$ cat config.mk
export PLATFORM = sky130hd
export DESIGN_NAME = pdi_front
export DESIGN_NICKNAME = d
export VERILOG_FILES = /design/src/hw/rtl/pdi_pkg.sv /design/src/hw/rtl/pdi_front.sv
export SDC_FILE = /design/constraint.sdc
export NUM_CORES = 2
export LEC_CHECK = 0
export CORE_ASPECT_RATIO = 1.1
export CORE_UTILIZATION = 45
export DETAILED_ROUTE_END_ITERATION = 10
export DONT_BUFFER_PORTS = 1
export MAX_ROUTING_LAYER = met4
export SYNTH_ARGS = -nofsm -noshare
export SYNTH_HDL_FRONTEND = slang
export SYNTH_SLANG_ARGS = --single-unit
$ cat constraint.sdc
create_clock -name clk -period 15 [get_ports clk]
set_input_delay 1.5 -clock clk [delete_from_list [all_inputs] [get_ports clk]]
set_output_delay 1.5 -clock clk [all_outputs]
set_load 0.02 [all_outputs]
$ cat src/hw/rtl/pdi_pkg.sv
`timescale 1ns / 1ps
package pdi_pkg;

  // Integral update period in samples.
  localparam int DOWNSAMPLE = 10;

  localparam int ERR_W   = 24;  // Q8.16 error fields
  localparam int GAIN_W  = 28;  // Q20.8 unsigned gains
  localparam int LIM_W   = 20;  // whole-unit limits
  localparam int CFG_W   = 28;  // widest register
  localparam int IDX_W   = 3;
  localparam int DRV_W   = 21;
  localparam int FRAC_W  = 24;  // fraction bits of products and integral
  localparam int SUM_W   = 28;  // error accumulator
  localparam int CNT_W   = 4;
  localparam int PROD_W  = 52;  // error times gain
  localparam int PD_W    = 53;  // proportional plus derivative
  localparam int INTEG_W = 45;
  localparam int TOT_W   = 54;

  // Division of the error sum by DOWNSAMPLE through a reciprocal. With
  // L = ceil(log2(DOWNSAMPLE)) and a ceiling reciprocal, the quotient is
  // exact for every magnitude below 2**SUM_W.
  localparam int DIV_L     = $clog2(DOWNSAMPLE);
  localparam int DIV_SHIFT = SUM_W + DIV_L;
  localparam longint unsigned DIV_RECIP_L =
    ((64'd1 << DIV_SHIFT) + 64'(DOWNSAMPLE) - 64'd1) / 64'(DOWNSAMPLE);
  localparam logic [SUM_W:0] DIV_RECIP = DIV_RECIP_L[SUM_W:0];

  localparam logic [CNT_W-1:0] DS_COUNT = CNT_W'(DOWNSAMPLE);

  // Register indexes.
  localparam logic [IDX_W-1:0] REG_PROP_GAIN   = 3'd0;
  localparam logic [IDX_W-1:0] REG_INTEG_GAIN  = 3'd1;
  localparam logic [IDX_W-1:0] REG_DERIV_GAIN  = 3'd2;
  localparam logic [IDX_W-1:0] REG_INTEG_LIMIT = 3'd3;
  localparam logic [IDX_W-1:0] REG_OUT_LIMIT   = 3'd4;

  localparam logic [GAIN_W-1:0] PROP_GAIN_RST  = 28'd1024000;
  localparam logic [GAIN_W-1:0] INTEG_GAIN_RST = 28'd256;
  localparam logic [GAIN_W-1:0] DERIV_GAIN_RST = 28'd20480000;
  localparam logic [LIM_W-1:0]  INTEG_LIM_RST  = 20'd25200;
  localparam logic [LIM_W-1:0]  OUT_LIM_RST    = 20'd25200;

  typedef logic signed [ERR_W-1:0]   err_t;
  typedef logic [GAIN_W-1:0]         gain_t;
  typedef logic [LIM_W-1:0]          lim_t;
  typedef logic signed [DRV_W-1:0]   drive_t;
  typedef logic signed [PROD_W-1:0]  prod_t;
  typedef logic signed [PD_W-1:0]    pd_t;
  typedef logic signed [SUM_W-1:0]   sum_t;
  typedef logic signed [INTEG_W-1:0] integ_t;

  // Control that travels with an item down the pipeline.
  typedef struct packed {
    logic valid;
    logic upd;   // this item closes an integration period
  } pdi_ctl_t;

endpackage

$ cat src/hw/rtl/pdi_front.sv
`timescale 1ns / 1ps
module pdi_front (
  input  logic               clk,
  input  logic               rst,
  input  logic               adv,
  input  logic               valid1,
  input  pdi_pkg::err_t      pe1,
  input  pdi_pkg::err_t      de1,
  input  pdi_pkg::gain_t     prop_gain,
  input  pdi_pkg::gain_t     deriv_gain,
  output pdi_pkg::pdi_ctl_t  ctl2,
  output pdi_pkg::prod_t     p2,
  output pdi_pkg::prod_t     d2,
  output pdi_pkg::sum_t      sum2
);
  import pdi_pkg::*;

  sum_t             error_sum;
  logic [CNT_W-1:0] sample_count;
  sum_t             sum_inc;
  logic [CNT_W-1:0] cnt_inc;
  logic             upd;
  logic signed [PROD_W:0] p_full;
  logic signed [PROD_W:0] d_full;

  assign p_full  = pe1 * $signed({1'b0, prop_gain});
  assign d_full  = de1 * $signed({1'b0, deriv_gain});
  assign sum_inc = error_sum + SUM_W'(pe1);
  assign cnt_inc = sample_count + 1'b1;
  assign upd     = (cnt_inc >= DS_COUNT);

  always_ff @(posedge clk) begin
    if (rst) begin
      error_sum    <= '0;
      sample_count <= '0;
      ctl2         <= '0;
    end else if (adv) begin
      ctl2.valid <= valid1;
      ctl2.upd   <= upd;
      if (valid1) begin
        if (upd) begin
          error_sum    <= '0;
          sample_count <= '0;
        end else begin
          error_sum    <= sum_inc;
          sample_count <= cnt_inc;
        end
      end
    end
  end

  always_ff @(posedge clk) begin
    if (adv) begin
      p2   <= $signed(p_full[PROD_W-1:0]);
      d2   <= $signed(d_full[PROD_W-1:0]);
      sum2 <= sum_inc;
    end
  end

endmodule

==> summary.txt <==
Routed length on met3: 9573 µm
Sequential cell area fraction in the yosys report: 0.09194
Most common cell in the netlist: inv_1
Clock buffer depth: 2
Final wirelength: 133000 µm
Top flip-flop cell by instance count after synthesis: edfxtp_1
Overflow after GRT: 0
Layout overhead on the synthesized area: 2.823%
Simple logic cell fraction of the synthesized area: 0.1602
Via count of the first global-routing pass: 37950
End of the worst hold path: error_sum[3]
Startpoint class of the critical path: input port
M1 wire length: 56930 µm
Most used standard cells in the synthesized netlist: 1254 x inv_1, 1141 x fa_1, 688 x nand2_1
Post-synthesis cell area: 50520 µm²
Worst reg2reg path endpoint: error_sum[26]
Sequence of cells on the critical path: inv_1 > nor2_1 > fa_1 > fa_1 > fa_1 > fa_1 > fa_1 > fa_1 > inv_1 > fa_1 > inv_1 > ha_1 > nand2_1 > nor2_1 > nand2_1 > o31ai_2 > a31oi_1 > o31a_1 > o31ai_4 > a21boi_2 > o21ai_2 > xor2_1
Number of instances in the placed design: 6619
Worst slack at placement: 6.259 ns
Arrival time reported for the critical path endpoint: 8.53 ns
Gr usage total: 0.2518
Via Count: 34900
FF-to-FF setup slack: 11.75 ns
Final worst clock skew: 0.008253 ns
Placed wire-length estimate: 101000 µm
Layout net count: 6829
Synthesized area per cell: 9.352 µm²
Top cell type by total area after synthesis: fa_1
Slowest stage delay, CP: 0.67 ns
Reg-to-reg startpoint: error_sum[0]
Setup slack after layout: 6.753 ns
DRC violation count after routing: 0
Most common cell type on the critical path: fa_1
Hold-fix buffers at CTS: 0
Number of search-and-repair iterations in the first detailed-routing pass: 6
Dominant combinational cell family by area after synthesis: adder cells
Total I/O pin count: 242
Insertion delay to the later sink of the worst-skew pair: 0.51 ns
Post_cts resized: 0
Cells on Worst Hold Path: 2
Post-DRT Antenna Nets: 0
Final hold violation count: 0
Worst Reg2Reg Path Length in Cells: 13
Final worst-path cycle share: 0.5498
Cell type group with the largest total delay on the critical path: adder cells
Run status: complete, no violations
Total clock buffers created by CTS: 17
Library cell contributing the largest single delay on the critical path: inv_1
Post-Syn Instances: 5402
First DRT Iteration DRCs: 2073
Clk Tree Root Cell: clkbuf_16
Transition at the pin with the smallest max-transition slack: 1.073 ns
Overall die area: 113600 µm²
Final hold slack: 0.4561 ns
Total buffers and inverters traversed by the critical path: 3
Fraction of the mapped netlist area in compound gates: 0.05105
Uppermost routed layer: met4
Number of enable flip-flop cells after synthesis: 132
Share of layout cells above drive strength 1: 0.009891
Chip height: 353.4 µm
Worst Path Required: 15.29 ns
Highest clock rate: 121.3 MHz
Reg clk slew, reported paths: 0.10 ns
H-tree level count: 4
Clock tree from TritonCTS: built
Post-CTS repair timing setup buffer count: 0
Final setup TNS: 0 ns
Die Wd: 321.5 µm
Placer congestion estimate: 0.8563
Syn Nets: 7088
Classification of the worst setup path: in -> reg
Tightest Hold Check Type: reg -> reg
Area share of fa/ha/maj cells after synthesis: 0.5604
Category of the worst setup path capture point: register
Core Region: 111000 µm²
Fin crit period: 8.247 ns
Crit Path Max Fanout: 21
Initial antenna violation count: 2
Number of unique standard cell types used by synthesis: 65
Total of flip-flops plus latches after synthesis: 166
Clk sink count: 166
Largest net degree at the start of global routing: 137
Worst min-delay path startpoint: error_sum[3]
Buffers added on ports: 0
Setup repair after global routing missed its margin: false
Met2 routed wirelength: 63800 µm
Routed wire length per instance: 19.99 µm
Share of synthesized registers carrying an async set or reset: 0
Multiplexer share of the synthesized area: 0.0003963
Final setup violating endpoints: 0
Non-filler instance count after layout: 6655
Initial core utilization: 0.4552
Site row count: 128
Pins over their slew limit: 0
Max-Cap Viols: 0
Leading cell types by total area after synthesis: fa_1 45%, ha_1 11%, inv_1 9.3%, and2_1 8.5%, edfxtp_1 7.8%
Worst rel slew slack: 0.2837
First-pass GRT wire length: 213700 µm
Ratio of routed vias to standard cells: 5.245
Warnings from Yosys: 0
Share of Yosys cell area claimed by the top area cell type: 0.4521
Share of the synthesized netlist area taken by xor and xnor gates: 0.02202
[layer usage]
metal,vias up,global-route usage
met1,18290,0.3305
met4,0,0.05905
li1,15420,-
met5,-,-
met2,1024,0.4000
met3,164,0.05177
[metrics by stage]
step / util / area, µm²
floorplan: - / 50520
global placement: 0.4627 / 51350
detailed placement: 0.4627 / 51350
CTS: 0.4679 / 51930
global route: 0.4680 / 51940
finish: 0.4680 / 51940
[sequential cells by signal, indices dropped and copies added (netlist names)]
signal,flops
error_sum,28
p2,52
ctl2,2
d2,52
sample_count,4
sum2,28
[how the worst max path moves through the flow]
stage,startpoint,depth (start not counted),to
global placement,pe1[23],22,p2[44]
global route,pe1[23],22,p2[50]
CTS,pe1[23],22,p2[48]
detailed placement,pe1[23],22,p2[44]
floorplan,pe1[3],26,p2[44]
finish,pe1[23],22,p2[48]
[cells by family after synthesis]
kind of cell	count (synthesis)
simple gates	1604
compound gates	391
flops	166
fa+ha+maj	1578
xor+xnor	127
mux	2
buf+inv	1534
[layout make-up]
cell class	instances	area (µm²)
sequential	166	4644
clock inverter	14	151.4
multi-input combinational	3702	40120
clock buffer	18	429.2
timing repair buffer	2	15.01
inverter	1254	4707
tap	1495	1871
antenna	4	10.01
fill	10510	59040
[worst register-to-register path, stage by stage, from the launching register on]
cell,delay (ns)
dfxtp_1,0.34
ha_1,0.22
inv_1,0.07
fa_1,0.40
nor2b_1,0.16
o31a_1,0.23
o211ai_1,0.14
a21oi_1,0.23
o31ai_1,0.14
a21oi_1,0.30
nand2_1,0.09
o21ai_0,0.19
xor2_1,0.45
a31o_2,0.23
[cell usage in the layout, fill, tap and decap left out, types with 16 or more instances in the layout]
master     Yosys  layout
nand2b_1      36      36
inv_1       1254    1254
xnor2_1       82      82
dfxtp_1       34      34
o21ai_0       59      59
nand2_1      688     688
a21oi_1      113     113
a31oi_1       16      16
a22oi_1       20      20
nor2b_1       26      26
nand4_1       16      16
clkbuf_16      0      17
ha_1         437     437
edfxtp_1     132     132
a21o_1        78      78
and2_1       686     686
fa_1        1141    1141
xor2_1        45      45
nor2_1        80      79
nand3_1       23      23
Power is left out: the tool's default activity adds up to more than one toggle a clock period on the data nets, which glitch-free logic cannot reach.
