==> src/hw/rtl/pdi_pkg.sv <==
`timescale 1ns / 1ps
package pdi_pkg;

  // Integral update period in samples.
  localparam int DOWNSAMPLE = 10;

  localparam int ERR_W   = 24;  // Q8.16 error fields
  localparam int GAIN_W  = 28;  // Q20.8 unsigned gains
  localparam int LIM_W   = 20;  // whole-unit limits
  localparam int CFG_W   = 28;  // widest register
  localparam int IDX_W   = 3;
  localparam int DRV_W   = 21;
  localparam int FRAC_W  = 24;  // fraction bits of products and integral
  localparam int SUM_W   = 28;  // error accumulator
  localparam int CNT_W   = 4;
  localparam int PROD_W  = 52;  // error times gain
  localparam int PD_W    = 53;  // proportional plus derivative
  localparam int INTEG_W = 45;
  localparam int TOT_W   = 54;

  // Division of the error sum by DOWNSAMPLE through a reciprocal. With
  // L = ceil(log2(DOWNSAMPLE)) and a ceiling reciprocal, the quotient is
  // exact for every magnitude below 2**SUM_W.
  localparam int DIV_L     = $clog2(DOWNSAMPLE);
  localparam int DIV_SHIFT = SUM_W + DIV_L;
  localparam longint unsigned DIV_RECIP_L =
    ((64'd1 << DIV_SHIFT) + 64'(DOWNSAMPLE) - 64'd1) / 64'(DOWNSAMPLE);
  localparam logic [SUM_W:0] DIV_RECIP = DIV_RECIP_L[SUM_W:0];

  localparam logic [CNT_W-1:0] DS_COUNT = CNT_W'(DOWNSAMPLE);

  // Register indexes.
  localparam logic [IDX_W-1:0] REG_PROP_GAIN   = 3'd0;
  localparam logic [IDX_W-1:0] REG_INTEG_GAIN  = 3'd1;
  localparam logic [IDX_W-1:0] REG_DERIV_GAIN  = 3'd2;
  localparam logic [IDX_W-1:0] REG_INTEG_LIMIT = 3'd3;
  localparam logic [IDX_W-1:0] REG_OUT_LIMIT   = 3'd4;

  localparam logic [GAIN_W-1:0] PROP_GAIN_RST  = 28'd1024000;
  localparam logic [GAIN_W-1:0] INTEG_GAIN_RST = 28'd256;
  localparam logic [GAIN_W-1:0] DERIV_GAIN_RST = 28'd20480000;
  localparam logic [LIM_W-1:0]  INTEG_LIM_RST  = 20'd25200;
  localparam logic [LIM_W-1:0]  OUT_LIM_RST    = 20'd25200;

  typedef logic signed [ERR_W-1:0]   err_t;
  typedef logic [GAIN_W-1:0]         gain_t;
  typedef logic [LIM_W-1:0]          lim_t;
  typedef logic signed [DRV_W-1:0]   drive_t;
  typedef logic signed [PROD_W-1:0]  prod_t;
  typedef logic signed [PD_W-1:0]    pd_t;
  typedef logic signed [SUM_W-1:0]   sum_t;
  typedef logic signed [INTEG_W-1:0] integ_t;

  // Control that travels with an item down the pipeline.
  typedef struct packed {
    logic valid;
    logic upd;   // this item closes an integration period
  } pdi_ctl_t;

endpackage

==> src/hw/rtl/pdi_out.sv <==
`timescale 1ns / 1ps
module pdi_out (
  input  logic             clk,
  input  logic             rst,
  input  logic             adv,
  input  logic             valid5,
  input  pdi_pkg::pd_t     pd5,
  input  pdi_pkg::integ_t  integ5,
  input  pdi_pkg::lim_t    out_limit,
  output logic             out_valid,
  output pdi_pkg::drive_t  drive
);
  import pdi_pkg::*;

  logic signed [TOT_W-1:0] total;
  logic signed [TOT_W-1:0] olim;
  logic signed [TOT_W-1:0] tclamp;

  assign total = TOT_W'(pd5) + TOT_W'(integ5);
  assign olim  = $signed({{(TOT_W-LIM_W-FRAC_W){1'b0}}, out_limit, {FRAC_W{1'b0}}});

  always_comb begin
    if (total > olim) begin
      tclamp = olim;
    end else if (total < -olim) begin
      tclamp = -olim;
    end else begin
      tclamp = total;
    end
  end

  always_ff @(posedge clk) begin
    if (rst) begin
      out_valid <= 1'b0;
    end else if (adv) begin
      out_valid <= valid5;
    end
  end

  // Dropping the fraction bits of a two's complement value floors it.
  always_ff @(posedge clk) begin
    if (adv) begin
      drive <= $signed(tclamp[FRAC_W +: DRV_W]);
    end
  end

endmodule

==> config.mk <==
export PLATFORM = sky130hd
export DESIGN_NAME = pdi_out
export DESIGN_NICKNAME = d
export VERILOG_FILES = /design/src/hw/rtl/pdi_pkg.sv /design/src/hw/rtl/pdi_out.sv
export SDC_FILE = /design/constraint.sdc
export NUM_CORES = 1
export LEC_CHECK = 0
export BUFFER_PORTS_ARGS = -buffer_cell sky130_fd_sc_hd__clkbuf_2
export CELL_PAD_IN_SITES_DETAIL_PLACEMENT = 1
export CELL_PAD_IN_SITES_GLOBAL_PLACEMENT = 1
export CORE_AREA = 2 2 144 146
export DETAILED_ROUTE_END_ITERATION = 7
export DIE_AREA = 0 0 146 148
export PLACE_DENSITY = 0.79
export SYNTH_ARGS = -nofsm -noshare
export SYNTH_HDL_FRONTEND = slang
export SYNTH_SLANG_ARGS = --single-unit
==> constraint.sdc <==
create_clock -name clk -period 6.6 [get_ports clk]
set_input_delay 0.66 -clock clk [delete_from_list [all_inputs] [get_ports clk]]
set_output_delay 0.66 -clock clk [all_outputs]
set_load 0.02 [all_outputs]
==> results of run 1 <==
[synthesized netlist by cell type (3+ instances only)]
library cell  count  area, sq um
inv_1            42          158
nor2_1           71          267
a31oi_1          12         75.1
o31ai_1           7         52.6
nand2_1          85          319
a221oi_1          6         52.6
mux2i_1          22          220
nor2b_1           3         18.8
or4_1             4         30.0
edfxtp_1         21          631
a21boi_0          3         22.5
buf_2             3         15.0
o21bai_1          8         60.1
a21oi_1          83          415
a211o_1           4         35.0
and4_1            3         26.3
o221a_2           3         33.8
o211ai_1          9         67.6
o21ai_0          58          290
a221oi_2          9          135
xnor2_1          28          245
o32ai_1           6         52.6
nand4_1          33          206
nor4_1           10         62.6
and3_1            5         31.3
a211oi_1          5         37.5
or3_1            11         68.8
clkbuf_1         40          150
nand3_1          19         95.1
xor2_1           15          131
and2_1            7         43.8
nor3_1           28          140
o21a_1           12         90.1
ha_1            102         1280
o2111ai_1         4         35.0
nand4b_1          3         26.3
a2111oi_0         4         35.0
or2_2             3         18.8
a21o_1           29          218
nand2b_1          6         37.5
[per-stage QoR]
step	cells	hold slack, ns	utilization	power [W]
after floorplan	865	0.579	-	0.000763
after global routing	1256	0.571	0.374	0.00127
final	1256	0.511	0.374	0.00118
after global placement	1248	0.479	0.368	0.00101
after CTS	1252	0.519	0.371	0.00116
after detailed placement	1248	0.507	0.368	0.00103
[final timing paths]
check                           startpoint         to  slack [ns]  cells past startpoint
worst max-delay path                pd5[7]   drive[6]        0.39                     24
worst max register to register   out_valid  out_valid        6.01                      2
worst min register to register   out_valid  out_valid        0.51                      2
worst min-delay path             out_valid  out_valid        0.51                      2
[cells by family after synthesis]
family,share of synthesized area
and+or+nand+nor,0.232
AOI/OAI and AO/OA,0.302
adders and majority gates,0.204
buffers and inverters,0.0569
xor gates and xnor gates,0.0628
muxes,0.0394
DFF,0.102
[registers in the layout, summed over array words and instances, names as in the netlist]
register / count
drive: 21
out_valid: 1
[worst register-to-register path, stage by stage (launching register included)]
cell	delay, ns
dfxtp_1	0.31
mux2i_1	0.12
nor2_1	0.05
[area by class of cell]
class	instances	area, sq um	share of cell area
clock buffers	4	78.8	0.0105
inverters	42	158	0.0210
multi-input cells	755	5400	0.720
well taps	270	338	0.0450
repair buffers	163	878	0.117
flip-flops and latches	22	651	0.0867
[metal layers]
layer / part of all wire / track usage / vias up
li1: - / - / 3520
met1: 0.50 / 0.294 / 3520
met2: 0.46 / 0.337 / 198
met3: 0.037 / 0.0111 / 14
met4: 0.0087 / 0.0252 / 0
met5: 0 / 0 / -
[power by group through the flow]
stage | sequential [W] | combinational, W | clock [W]
floorplan | 0.000223 | 0.000540 | 0
global placement | 0.000192 | 0.000815 | 0
detailed placement | 0.000193 | 0.000839 | 0
CTS | 0.000190 | 0.000843 | 0.000123
global route | 0.000191 | 0.000948 | 0.000127
finish | 0.000189 | 0.000865 | 0.000123
[cells in the final DEF (no fill, tap or decap), types with 8 or more instances in the layout]
master / netlist / routed
a31oi_1: 12 / 11
clkbuf_2: 1 / 143
nor4_1: 10 / 10
nor3_1: 28 / 28
o21bai_1: 8 / 8
nor2_1: 71 / 71
or3_1: 11 / 11
xnor2_1: 28 / 27
buf_4: 1 / 19
nand3_1: 19 / 19
nand4_1: 33 / 33
mux2i_1: 22 / 22
a21o_1: 29 / 29
a21oi_1: 83 / 83
edfxtp_1: 21 / 21
o211ai_1: 9 / 9
o21a_1: 12 / 12
o21ai_0: 58 / 56
ha_1: 102 / 102
nand2_1: 85 / 85
xor2_1: 15 / 15
inv_1: 42 / 42
a221oi_2: 9 / 9
[repair_timing]
item / CTS / global route
setup endpoints to repair: 0 / 20
setup buffers: 0 / 3
resized for setup: 0 / 8
==> flow_summary_export.csv, run 1 <==
group,metric,value,unit
cells_and_area,drive_above_1_share,0.196,
worst_hold_path,hold_path_class,"flop to flop",
timing,fin_ws,0.386,ns
floorplan,initial_utilization,0.317,
worst_setup_path,crit_path_cell_trace,"clkbuf_2 -> ha_1 -> nand4_1 -> or3_1 -> a21o_1 -> a311o_1 -> a31oi_1 -> a21oi_1 -> inv_1 -> a21oi_1 -> xnor2_1 -> ha_1 -> a21o_1 -> a21o_1 -> a21oi_1 -> nor2_1 -> a211oi_1 -> nor2_1 -> a2111oi_0 -> buf_4 -> a221oi_4 -> buf_12 -> a21o_1 -> a221o_1",
clock_tree,clk_latency,0.25,ns
placed_design,hpwl,19600,microns
worst_setup_path,worst_setup_path_start_kind,"input port",
power_and_ir_drop,powerDensity,157,nW/um^2
synthesis,synth-edff-count,21,
clock_tree,clk_path_buf_depth,2,
placed_design,post_dp_cell_area,7360,sq um
worst_setup_path,arrival,6.21,ns
floorplan,coreArea,20000,sq um
global_routing,gr-total-overflow,0,
cells_and_area,finalNetCount,1212,
power_and_ir_drop,p_int,0.000606,W
worst_setup_path,cp-end-kind,"flop",
floorplan,die_w,146,microns
placed_design,preCtsSetupSlack,0.0625,ns
worst_setup_path,critPathKind,"input port to flop",
cells_and_area,synthToLayoutAreaGrowth,18.0,%
timing,min_period,6.21,ns
worst_setup_path,cp_common_cell,"a21o_1",
timing,tightest_slew,1.08,ns
floorplan,die_height,148,microns
power_and_ir_drop,p_comb_frac,0.735,
floorplan,die-area,21600,sq um
timing,drv_slew,0,
timing,setup-tns-final,0,ns
clock_tree,holdBufCountCts,0,
cells_and_area,num_antenna_cells,0,
clock_tree,cts_tree,"yes",
power_and_ir_drop,peakVddDrop,0.0800,mV
route,route.detailed.drc,0,
synthesis,ys_seq_area_frac,0.102,
global_routing,grt_pass1_wl,36800,microns
power_and_ir_drop,leakage,3.44,nW
synthesis,async_reset_ff_frac,0,
power_and_ir_drop,switching_share,0.485,
synthesis,yosys_warnings,0,
power_and_ir_drop,p_sw,0.000572,W
placed_design,io_buffer_count,143,
cells_and_area,fin_area,7500,sq um
worst_setup_path,required,6.60,ns
global_routing,grt_pass1_vias,7278,
synthesis,synth_cell_types,72,
synthesis,syn_inst,865,
clock_tree,htreeDepth,1,
synthesis,synth-main-ff-cell,"edfxtp_1",
timing,rsz0062_at_grt,"no",
cells_and_area,fillers,2586,
worst_setup_path,critPathTopFamily,"compound AO/OA/AOI/OAI gates",
status,status,"completed",
worst_setup_path,cp_slowest_cell,"xnor2_1",
synthesis,syn-cell-area,6360,sq um
timing,finalHoldViolCount,0,
route,drt_iter0_drc,329,
placed_design,routabilityCongestion,0.922,
worst_setup_path,critPathBufInv,4,
clock_tree,cts.clk_slew.worst_paths,0.05,ns
worst_setup_path,critPathMaxFanout,21,
global_routing,antenna_found_initial,0,
synthesis,syn_nets,1090,
timing,finalClockSkew,0,ns
clock_tree,cts_inserted_buffers,3,
power_and_ir_drop,p_seq_frac,0.161,
global_routing,grt_usage,0.201,
clock_tree,cts_sinks,22,
floorplan,ios,144,
route,wl_per_cell,18.1,microns
route,drtPass1Iterations,4,
timing,slew_headroom,0.280,
timing,post-route-period-util,0.942,
route,drt-total-wl,22800,microns
synthesis,avgSynthCellArea,7.35,sq um
worst_setup_path,max_stage_delay,0.48,ns
route,antenna_left,0,
floorplan,row_count,52,
run,drv_cap,0,
timing,max_freq,161,MHz
synthesis,synth_seq_cells,22,
route,vias,7252,
global_routing,grt_max_degree,28,
timing,setup_viol,0,
power_and_ir_drop,power_frac_clock,0.104,
route,vias_per_cell,5.77,
clock_tree,cts-root-buf,"clkbuf_16",
(Power assumes the default switching activity.)
==> run 2: changes to the inputs <==
- CTS_BUF_LIST: default -> sky130_fd_sc_hd__clkbuf_4 sky130_fd_sc_hd__clkbuf_8
==> flow_summary_export.csv, run 2 (same netlist as run 1, synthesis figures left out) <==
group,metric,value,unit
power_and_ir_drop,p_int,0.000571,W
power_and_ir_drop,p_sw,0.000567,W
worst_setup_path,worst_setup_path_start_kind,"input port",
route,vias_per_cell,5.75,
worst_setup_path,arrival,6.22,ns
clock_tree,holdBufCountCts,0,
cells_and_area,top_register,"drive",
power_and_ir_drop,p_comb_frac,0.760,
floorplan,die_height,148,microns
timing,finalHoldViolCount,0,
power_and_ir_drop,peakVddDrop,0.0649,mV
worst_setup_path,r2r-end,"out_valid",
worst_setup_path,setup.worst_path.start,"pd5[7]",
cells_and_area,synthToLayoutAreaGrowth,17.5,%
power_and_ir_drop,power_frac_clock,0.074,
global_routing,grt_max_degree,28,
cells_and_area,final_cell_mix,"143 x clkbuf_2, 102 x ha_1, 85 x nand2_1",
timing,drv_slew,0,
floorplan,die-area,21600,sq um
timing,post-route-period-util,0.942,
power_and_ir_drop,switching_share,0.499,
power_and_ir_drop,p_seq_frac,0.166,
run,drv_cap,0,
worst_hold_path,hold_path_class,"flop to flop",
worst_setup_path,endpoint,"drive[6]",
placed_design,routabilityCongestion,0.922,
floorplan,ios,144,
timing,max_freq,161,MHz
global_routing,gr-total-overflow,0,
worst_setup_path,required,6.61,ns
worst_setup_path,worst-r2r-cell-count,2,
clock_tree,clk_latency,0.25,ns
floorplan,die_w,146,microns
timing,fin_ws,0.385,ns
floorplan,initial_utilization,0.317,
power_and_ir_drop,powerDensity,152,nW/um^2
global_routing,grt_pass1_vias,7265,
clock_tree,cts_sinks,22,
power_and_ir_drop,p_total,0.00114,W
cells_and_area,fillers,2587,
floorplan,row_count,52,
timing,tightest_slew,1.08,ns
route,drtPass1Iterations,5,
clock_tree,cts_tree,"yes",
route,wl_per_cell,18.0,microns
worst_hold_path,holdPathStages,2,
global_routing,antenna_found_initial,0,
route,drt-total-wl,22600,microns
clock_tree,htreeDepth,1,
route,antenna_left,0,
route,drt_iter0_drc,334,
timing,rsz0062_at_grt,"no",
placed_design,hpwl,19600,microns
clock_tree,clk_path_buf_depth,2,
timing,setup-tns-final,0,ns
worst_setup_path,critPathMaxFanout,21,
worst_setup_path,reg2reg_slack,6.01,ns
floorplan,coreArea,20000,sq um
status,status,"completed",
placed_design,preCtsSetupSlack,0.0625,ns
cells_and_area,final_util,0.373,
timing,setup_viol,0,
global_routing,grt_pass1_wl,36700,microns
global_routing,grt_usage,0.201,
cells_and_area,largest_register_ff_count,21,
cells_and_area,drive_above_1_share,0.197,
clock_tree,cts_inserted_buffers,3,
cells_and_area,reg_top3,"drive x21, out_valid x1",
timing,min_period,6.22,ns
worst_setup_path,critPathKind,"input port to flop",
worst_setup_path,reg2reg_from,"out_valid",
clock_tree,cts-root-buf,"clkbuf_8",
timing,slew_headroom,0.278,
worst_setup_path,cp-end-kind,"flop",
cells_and_area,num_antenna_cells,0,
timing,finalClockSkew,0,ns
placed_design,io_buffer_count,143,
clock_tree,cts.clk_slew.worst_paths,0.07,ns
power_and_ir_drop,leakage,3.43,nW
route,vias,7219,
cells_and_area,layout_commonest_cell,"clkbuf_2",
route,route.detailed.drc,0,
cells_and_area,finalNetCount,1212,
[run 2: per-layer routing]
metal / vias up / routed length, microns / track usage
met5: - / 0 / 0
met1: 3482 / 11200 / 0.294
met4: 0 / 242 / 0.0325
met2: 199 / 10200 / 0.334
met3: 17 / 956 / 0.0114
li1: 3521 / - / -
[run 2: power by group through the flow]
stage           clock, W  combinational (W)  sequential [W]
2_1_floorplan          0           0.000540        0.000223
3_3_place_gp           0           0.000815        0.000192
3_5_place_dp           0           0.000839        0.000193
4_1_cts        0.0000857           0.000842        0.000190
5_1_grt        0.0000893           0.000948        0.000191
6_report       0.0000844           0.000865        0.000189
[run 2: worst max-delay path: stages]
cell and delay [ns]:
clkbuf_2 0.09, ha_1 0.42, nand4_1 0.21, or3_1 0.38
a21o_1 0.20, a311o_1 0.42, a31oi_1 0.28, a21oi_1 0.19
inv_1 0.08, a21oi_1 0.07, xnor2_1 0.48, ha_1 0.35
a21o_1 0.16, a21o_1 0.17, a21oi_1 0.15, nor2_1 0.06
a211oi_1 0.24, nor2_1 0.08, a2111oi_0 0.36, buf_4 0.20
a221oi_4 0.18, buf_12 0.23, a21o_1 0.19, a221o_1 0.34
[run 2: worst min-delay path by stage]
stage | slack (ns) | from | end
2_1_floorplan | 0.58 | out_valid | out_valid
3_3_place_gp | 0.48 | out_valid | out_valid
3_5_place_dp | 0.51 | out_valid | out_valid
4_1_cts | 0.52 | out_valid | out_valid
5_1_grt | 0.55 | rst | out_valid
6_report | 0.51 | out_valid | out_valid
[run 2: area by class of cell]
class	instances	area [sq um]	share of cell area
multi-input combinational	755	5400	0.722
tap	270	338	0.0452
clock buffer	4	48.8	0.00653
inverter	42	158	0.0211
timing repair buffer	163	878	0.118
sequential	22	651	0.0871
[run 2: what timing repair did]
item	in CTS	in global routing
endpoints found under the setup margin	0	20
hold endpoints to repair	0	0
buffers inserted	0	3
resized for setup	0	8
[run 2: stage by stage]
stage | hold slack, ns | area (sq um) | cells
2_1_floorplan | 0.579 | 6360 | 865
3_3_place_gp | 0.479 | 7360 | 1248
3_5_place_dp | 0.507 | 7360 | 1248
4_1_cts | 0.522 | 7410 | 1252
5_1_grt | 0.554 | 7470 | 1256
6_report | 0.514 | 7470 | 1256
